[src/sv/srpl_pkg.sv]
// shared types and codes for the sorted range predecessor lookup block
`timescale 1ns / 1ps
package srpl_pkg;
  typedef logic [1:0] op_t;
  localparam op_t OP_CLEAR  = 2'd0;
  localparam op_t OP_INSERT = 2'd1;
  localparam op_t OP_LOOKUP = 2'd2;
  localparam op_t OP_NONE   = 2'd3;

  typedef logic [2:0] status_t;
  localparam status_t ST_INSERTED = 3'd0;
  localparam status_t ST_CLEARED  = 3'd1;
  localparam status_t ST_FOUND    = 3'd2;
  localparam status_t ST_BELOW    = 3'd3;
  localparam status_t ST_EMPTY    = 3'd4;
  localparam status_t ST_FULL     = 3'd5;

  localparam int RANK_BITS = 6;
  localparam int OP_BITS   = 2;
  localparam int ST_BITS   = 3;

  // handshake between queue and back end
  typedef struct packed {
    logic valid;
    logic ready;
  } hs_t;
endpackage

[src/sv/srpl_fifo.sv]
// two-entry request queue between front and back end
`timescale 1ns / 1ps
module srpl_fifo #(
  parameter int W = 82
) (
  input  logic          clk,
  input  logic          rst_n,
  input  logic          push,
  input  logic [W-1:0]  push_data,
  output logic          push_ready,
  output srpl_pkg::hs_t pop_hs_o,
  input  logic          pop_ready,
  output logic [W-1:0]  pop_data
);
  import srpl_pkg::*;

  logic [W-1:0] mem_r [2];
  logic         wptr_r, wptr_nxt;
  logic         rptr_r, rptr_nxt;
  logic [1:0]   cnt_r, cnt_nxt;
  logic         pop;

  assign push_ready     = (cnt_r != 2'd2);
  assign pop_hs_o.valid = (cnt_r != 2'd0);
  assign pop_hs_o.ready = pop_ready;
  assign pop_data       = mem_r[rptr_r];
  assign pop            = pop_hs_o.valid && pop_ready;

  always_comb begin
    wptr_nxt = wptr_r ^ push;
    rptr_nxt = rptr_r ^ pop;
    cnt_nxt  = cnt_r + {1'b0, push} - {1'b0, pop};
  end

  always_ff @(posedge clk) begin
    if (!rst_n) begin
      wptr_r <= 1'b0;
      rptr_r <= 1'b0;
      cnt_r  <= 2'd0;
    end else begin
      wptr_r <= wptr_nxt;
      rptr_r <= rptr_nxt;
      cnt_r  <= cnt_nxt;
    end
  end

  always_ff @(posedge clk) begin
    if (push) begin
      mem_r[wptr_r] <= push_data;
    end
  end
endmodule

[config.mk]
export PLATFORM = sky130hd
export DESIGN_NAME = srpl_fifo
export DESIGN_NICKNAME = d
export VERILOG_FILES = /design/src/sv/srpl_pkg.sv /design/src/sv/srpl_fifo.sv
export SDC_FILE = /design/constraint.sdc
export NUM_CORES = 1
export LEC_CHECK = 0
export ABC_CLOCK_PERIOD_IN_PS = 2650
export BUFFER_PORTS_ARGS = -buffer_cell sky130_fd_sc_hd__buf_2
export CAP_MARGIN = 20
export CORE_UTILIZATION = 40
export CTS_BUF_LIST = sky130_fd_sc_hd__clkbuf_8 sky130_fd_sc_hd__clkbuf_16
export DETAILED_ROUTE_END_ITERATION = 10
export PLACE_DENSITY_LB_ADDON = 0.15
export REMOVE_ABC_BUFFERS = 1
export SYNTH_ARGS = -nofsm -noshare
export SYNTH_HDL_FRONTEND = slang
export SYNTH_SLANG_ARGS = --single-unit
export TNS_END_PERCENT = 1
[constraint.sdc]
create_clock -name clk -period 2.65 [get_ports clk]
set_input_delay 0.265 -clock clk [delete_from_list [all_inputs] [get_ports clk]]
set_output_delay 0.265 -clock clk [all_outputs]
set_load 0.005 [all_outputs]
==> results.json, run 1 <==
{
  "status": "completed",
  "place_congestion": 0.678,
  "finalSetupTns_ns": 0,
  "drc": 0,
  "viasPerCell": 4.51,
  "setup_ws_ns": 0.540,
  "synth_compound_area_share_pct": 0.114,
  "vias": 3126,
  "grt_pass1_wl_um": 16800,
  "first_pass_iters": 4,
  "yosysSeqAreaShare_pct": 76.4,
  "cp-start-kind": "flip-flop",
  "stdcell_area_sq_um": 8190,
  "diodes": 0,
  "critical_path_class": "flip-flop to output pin",
  "muxShareOfSynthArea_pct": 18.9,
  "post-cts-setup-buffers": 0,
  "grt_overflow": 0,
  "htree_levels": 4,
  "nets": 554,
  "critPathMaxFanout": 33,
  "grt_pass1_vias": 3286,
  "tightest_slew_ns": 0.648,
  "syn_inst": 279,
  "rsz0062_at_grt": "no",
  "crit_end": "pop_data[81]",
  "layout.cells.most_common": "buf_2",
  "cts_sinks": 169,
  "final_layout_size_suffix_gt1_share_pct": 60.6,
  "ir_drop_v": 0.000467,
  "setup_violations": 0,
  "whs_ns": 0.0333,
  "hpwl_um": 7660,
  "dpl.cell_count": 661,
  "report.final.slew_viol_count": 0,
  "wl_per_cell_um": 16.5,
  "syn_to_final_growth_pct": 24.6,
  "die_h_um": 130,
  "cts_buffers": 17,
  "worstReg2RegStart": "wptr_r",
  "clk_path_buf_depth": 2,
  "cts_tree": "yes",
  "dp_slack_ns": 0.932,
  "r2r_slack_ns": 1.05,
  "yosysWarnings": 0,
  "initial_core_util_pct": 41.3,
  "clk_latency_ns": 0.41,
  "die_w_um": 130,
  "slew_headroom_pct": 56.8,
  "end_kind": "output pin",
  "dieArea_sq_um": 17000,
  "synth_area_per_cell_sq_um": 23.6,
  "synth_top_family_by_area": "multiplexers",
  "grt_antenna_before_repair": 1,
  "timing.rr.end": "mem_r[0][78]",
  "grt_max_degree": 42,
  "cp.required_ns": 2.38,
  "synth_seq_cells": 169,
  "yosys.area_share.simple_pct": 0.590,
  "leakage_nw": 3.22,
  "cap_violations": 0,
  "reg2reg_depth": 3,
  "fill_cells": 1338,
  "layout_common_cells": "buf_2 (170), edfxtp_1 (164), mux2_4 (80), clkbuf_16 (17)",
  "max_freq_ghz": 0.474,
  "critical_path_arrival_ns": 1.85,
  "hold_buffers": 0,
  "rows": 46,
  "fin_crit_sh_pct": 79.6,
  "place_area_sq_um": 7660,
  "power_density_nw_per_um2": 836,
  "cts.repair.resized": 0,
  "synthDistinctLibCells": 17,
  "fp.coreArea_sq_um": 15900,
  "syn-cell-area_sq_um": 6580,
  "synth_xor_area_share_pct": 0.342,
  "ant_nets": 0,
  "first_iter_violations": 174,
  "io_buffers": 170,
  "clk_pin_slew_ns": 0.06,
  "post-route-min-period_ns": 2.11,
  "ctsRootBufferMaster": "clkbuf_16",
  "final_cells": 693,
  "grt_usage_pct": 13.8,
  "routed_wl_um": 11500,
  "skew_ns": 0.00457,
  "pin_count": 171,
  "hold_violations": 0,
  "hold_class": "input port to flip-flop",
  "synth_fa_ha_area_share_pct": 0.761
}
-- worst max-delay path: stages, from the launching register on --
cell and delay [ns]:
dfxtp_4 0.60, buf_12 0.31, mux2_2 0.37, buf_2 0.13
-- how the worst min path moves through the flow --
| stage | startpoint | end | depth (start not counted) |
|---|---|---|---|
| 2_1_floorplan | push_data[0] | mem_r[0][0] | 0 |
| 3_3_place_gp | push_data[14] | mem_r[0][14] | 1 |
| 3_5_place_dp | push_data[14] | mem_r[0][14] | 1 |
| 4_1_cts | push_data[14] | mem_r[0][14] | 1 |
| 5_1_grt | push_data[35] | mem_r[0][35] | 1 |
| 6_report | push_data[14] | mem_r[0][14] | 1 |
-- per-stage QoR --
step	utilization (%)	total power [mW]
floorplan	-	4.28
global placement	48.0	4.68
detailed placement	48.0	4.70
CTS	51.4	6.95
global route	51.4	7.15
finish	51.4	6.85
-- cell families (layout without fill, tap and decap cells) --
family | count (synthesis) | after routing
buffers and inverters | 13 | 211
AOI/OAI and AO/OA | 1 | 1
adders and majority gates | 4 | 4
muxes | 84 | 84
DFF | 169 | 169
xor gates and xnor gates | 1 | 1
and+or+nand+nor | 7 | 7
-- flip-flops by register name, indices dropped and copies added (netlist names), named ones only --
signal,flops
mem_r,164
cnt_r,2
rptr_r,1
wptr_r,1
-- routing by layer --
layer	part of all wire (%)	track usage [%]
met3	7.9	5.62
met4	1.7	5.95
met2	48	22.7
met5	0.11	0
met1	43	16.0
-- layout make-up --
type / count / area (sq um) / share of cell area, %
sequential: 169 / 5030 / 61.4
multi-input combinational: 97 / 1390 / 16.9
tap: 216 / 270 / 3.30
inverter: 3 / 11.3 / 0.137
timing repair buffer: 176 / 958 / 11.7
clock inverter: 15 / 113 / 1.37
clock buffer: 17 / 425 / 5.19
-- report_power, final --
part           total (mW)  internal, mW  switching [mW]
logic                1.37         0.824           0.548
registers            3.24          3.14          0.0993
clock network        2.24          1.27           0.969
-- synth_stat cells --
library cell | count | area share [%]
buf_6 | 1 | 0.17
nand2_1 | 2 | 0.11
nand2b_1 | 1 | 0.095
buf_4 | 1 | 0.11
buf_12 | 8 | 2.4
o21a_1 | 1 | 0.11
or2_2 | 1 | 0.095
mux2_4 | 80 | 18
edfxtp_1 | 164 | 75
inv_1 | 3 | 0.17
mux2i_1 | 2 | 0.30
and2_1 | 1 | 0.095
nor2b_1 | 2 | 0.19
ha_1 | 4 | 0.76
dfxtp_1 | 5 | 1.5
mux2_2 | 2 | 0.34
xnor3_1 | 1 | 0.34
Power figures use the tool's default switching activity.
==> inputs of run 2 (changes only) <==
--- a/config.mk
+++ b/config.mk
@@ -5,7 +5,7 @@
 export SDC_FILE = /design/constraint.sdc
 export NUM_CORES = 1
 export LEC_CHECK = 0
-export ABC_CLOCK_PERIOD_IN_PS = 2650
+export ABC_CLOCK_PERIOD_IN_PS = 1790
 export BUFFER_PORTS_ARGS = -buffer_cell sky130_fd_sc_hd__buf_2
 export CAP_MARGIN = 20
 export CORE_UTILIZATION = 40
==> constraint.sdc (replaced) <==
create_clock -name clk -period 1.79 [get_ports clk]
set_input_delay 0.179 -clock clk [delete_from_list [all_inputs] [get_ports clk]]
set_output_delay 0.179 -clock clk [all_outputs]
set_load 0.005 [all_outputs]
==> results.json, run 2 (synthesized netlist as in run 1, its figures left out) <==
{
  "report.final.slew_viol_count": 0,
  "hold_class": "input port to flip-flop",
  "routed_wl_um": 11900,
  "stdcell_area_sq_um": 9060,
  "top_usage_layer": "met2",
  "cts_tree": "yes",
  "viasPerCell": 4.39,
  "diodes": 0,
  "wl_per_cell_um": 15.4,
  "largest_reg_flops": 164,
  "fill_cells": 1243,
  "fin_crit_sh_pct": 96.1,
  "clk_pin_slew_ns": 0.06,
  "hpwl_um": 7390,
  "cp_slowest_cell": "dfxtp_4",
  "end_kind": "output pin",
  "critical_path_arrival_ns": 1.54,
  "grt_pass1_vias": 3527,
  "layout.cells.most_common": "buf_2",
  "clk_path_buf_depth": 2,
  "htree_levels": 4,
  "setup_violations": 0,
  "ctsRootBufferMaster": "clkbuf_16",
  "dieArea_sq_um": 17000,
  "tightest_slew_ns": 0.346,
  "slew_headroom_pct": 76.9,
  "io_buffers": 170,
  "place_area_sq_um": 7680,
  "clk_latency_ns": 0.41,
  "syn_to_final_growth_pct": 37.7,
  "largestRegisters": "mem_r x164, cnt_r x2",
  "die_w_um": 130,
  "finalSetupTns_ns": 0,
  "first_pass_iters": 5,
  "power_density_nw_per_um2": 1140,
  "post-cts-setup-buffers": 0,
  "met3_usage_pct": 4.55,
  "hold_violations": 0,
  "grt_antenna_before_repair": 0,
  "crit_end": "pop_data[81]",
  "grt_pass1_wl_um": 17800,
  "cts_buffers": 17,
  "cp-start-kind": "flip-flop",
  "leakage_nw": 3.59,
  "worstReg2RegStart": "cnt_r[1]",
  "post-route-min-period_ns": 1.72,
  "final_layout_size_suffix_gt1_share_pct": 52.3,
  "critPathMaxFanout": 28,
  "timing.rr.end": "cnt_r[1]",
  "fp.coreArea_sq_um": 15900,
  "grt_overflow": 0,
  "status": "completed",
  "max_freq_ghz": 0.581,
  "nets": 638,
  "cts_sinks": 169,
  "rsz0062_at_grt": "yes",
  "layout_common_cells": "buf_2 (170), edfxtp_1 (164), dlygate4sd3_1 (82), mux2_4 (81), clkbuf_16 (17)",
  "initial_core_util_pct": 41.3,
  "slowest_delay_ns": 0.41,
  "critical_path_class": "flip-flop to output pin",
  "rows": 46,
  "pin_count": 171,
  "dp_slack_ns": 0.384,
  "vias": 3405,
  "cap_violations": 0,
  "grt_max_degree": 46,
  "drc": 0,
  "ant_nets": 0,
  "grt_usage_pct": 14.6,
  "r2r_slack_ns": 0.38,
  "ir_drop_v": 0.000695,
  "gr-usage-met1_pct": 16.6,
  "crit_chain": "buf_16 > mux2_2 > buf_2",
  "top_register": "mem_r",
  "whs_ns": 0.0344,
  "grtUsageMet2_pct": 25.1,
  "setup_ws_ns": 0.0697,
  "place_congestion": 0.667,
  "cp.required_ns": 1.61,
  "reg2reg_depth": 6,
  "skew_ns": 0.00570,
  "finalPower_mw": 10.3,
  "first_iter_violations": 150,
  "die_h_um": 130,
  "whs_path_depth": 2
}
==> run 2: cell count changes in the layout (fill, tap and decap cells not counted), sizes merged <==
cell / delta
clkinv: -1
buf: +2
dlygate4sd3: +82
==> run 2: power breakdown <==
part           switching [mW]  internal, mW  leakage (nW)  total, mW
Sequential             0.0921          4.64          1.58       4.74
Clock                    1.41          1.88         0.263       3.30
Combinational           0.907          1.38          1.74       2.29
==> run 2: layer usage <==
metal | vias up | part of all wire (%)
li1 | 1639 | -
met1 | 1632 | 41
met2 | 119 | 51
met3 | 15 | 6.8
met4 | 0 | 1.5
met5 | - | 0
==> run 2: worst min path at each step <==
stage | start | end | slack, ns
after floorplan | push_data[0] | mem_r[0][0] | 0.28
after global placement | push_data[27] | mem_r[0][27] | 0.37
after detailed placement | push_data[27] | mem_r[1][27] | 0.37
after CTS | rst_n | cnt_r[0] | 0.02
after global routing | rst_n | cnt_r[0] | 0.03
final | rst_n | cnt_r[0] | 0.03
==> run 2: worst max-delay path: cells and delay by family, from the launching register on <==
kind     cells  cell delay (ns)
flops        1             0.41
mux          1             0.35
buf+inv      2             0.36
==> run 2: final cells by class <==
| class | instances | area, sq um | share of cell area (%) |
|---|---|---|---|
| timing repair buffer | 260 | 1820 | 20.1 |
| inverter | 3 | 11.3 | 0.124 |
| clock inverter | 14 | 108 | 1.19 |
| sequential | 169 | 5030 | 55.5 |
| multi-input combinational | 97 | 1390 | 15.4 |
| tap | 216 | 270 | 2.98 |
| clock buffer | 17 | 425 | 4.70 |
==> run 2: through the flow <==
step,std cells,utilization (%)
finish,776,56.8
CTS,776,56.7
global route,776,56.8
detailed placement,663,48.2
global placement,663,48.2
floorplan,269,-
==> run 2: timing repair <==
action | 4_1_cts | 5_1_grt
hold buffers | 82 | 0
endpoints found under the hold margin | 164 | 0
endpoints found under the setup margin | 0 | 1
resized for setup | 0 | 3
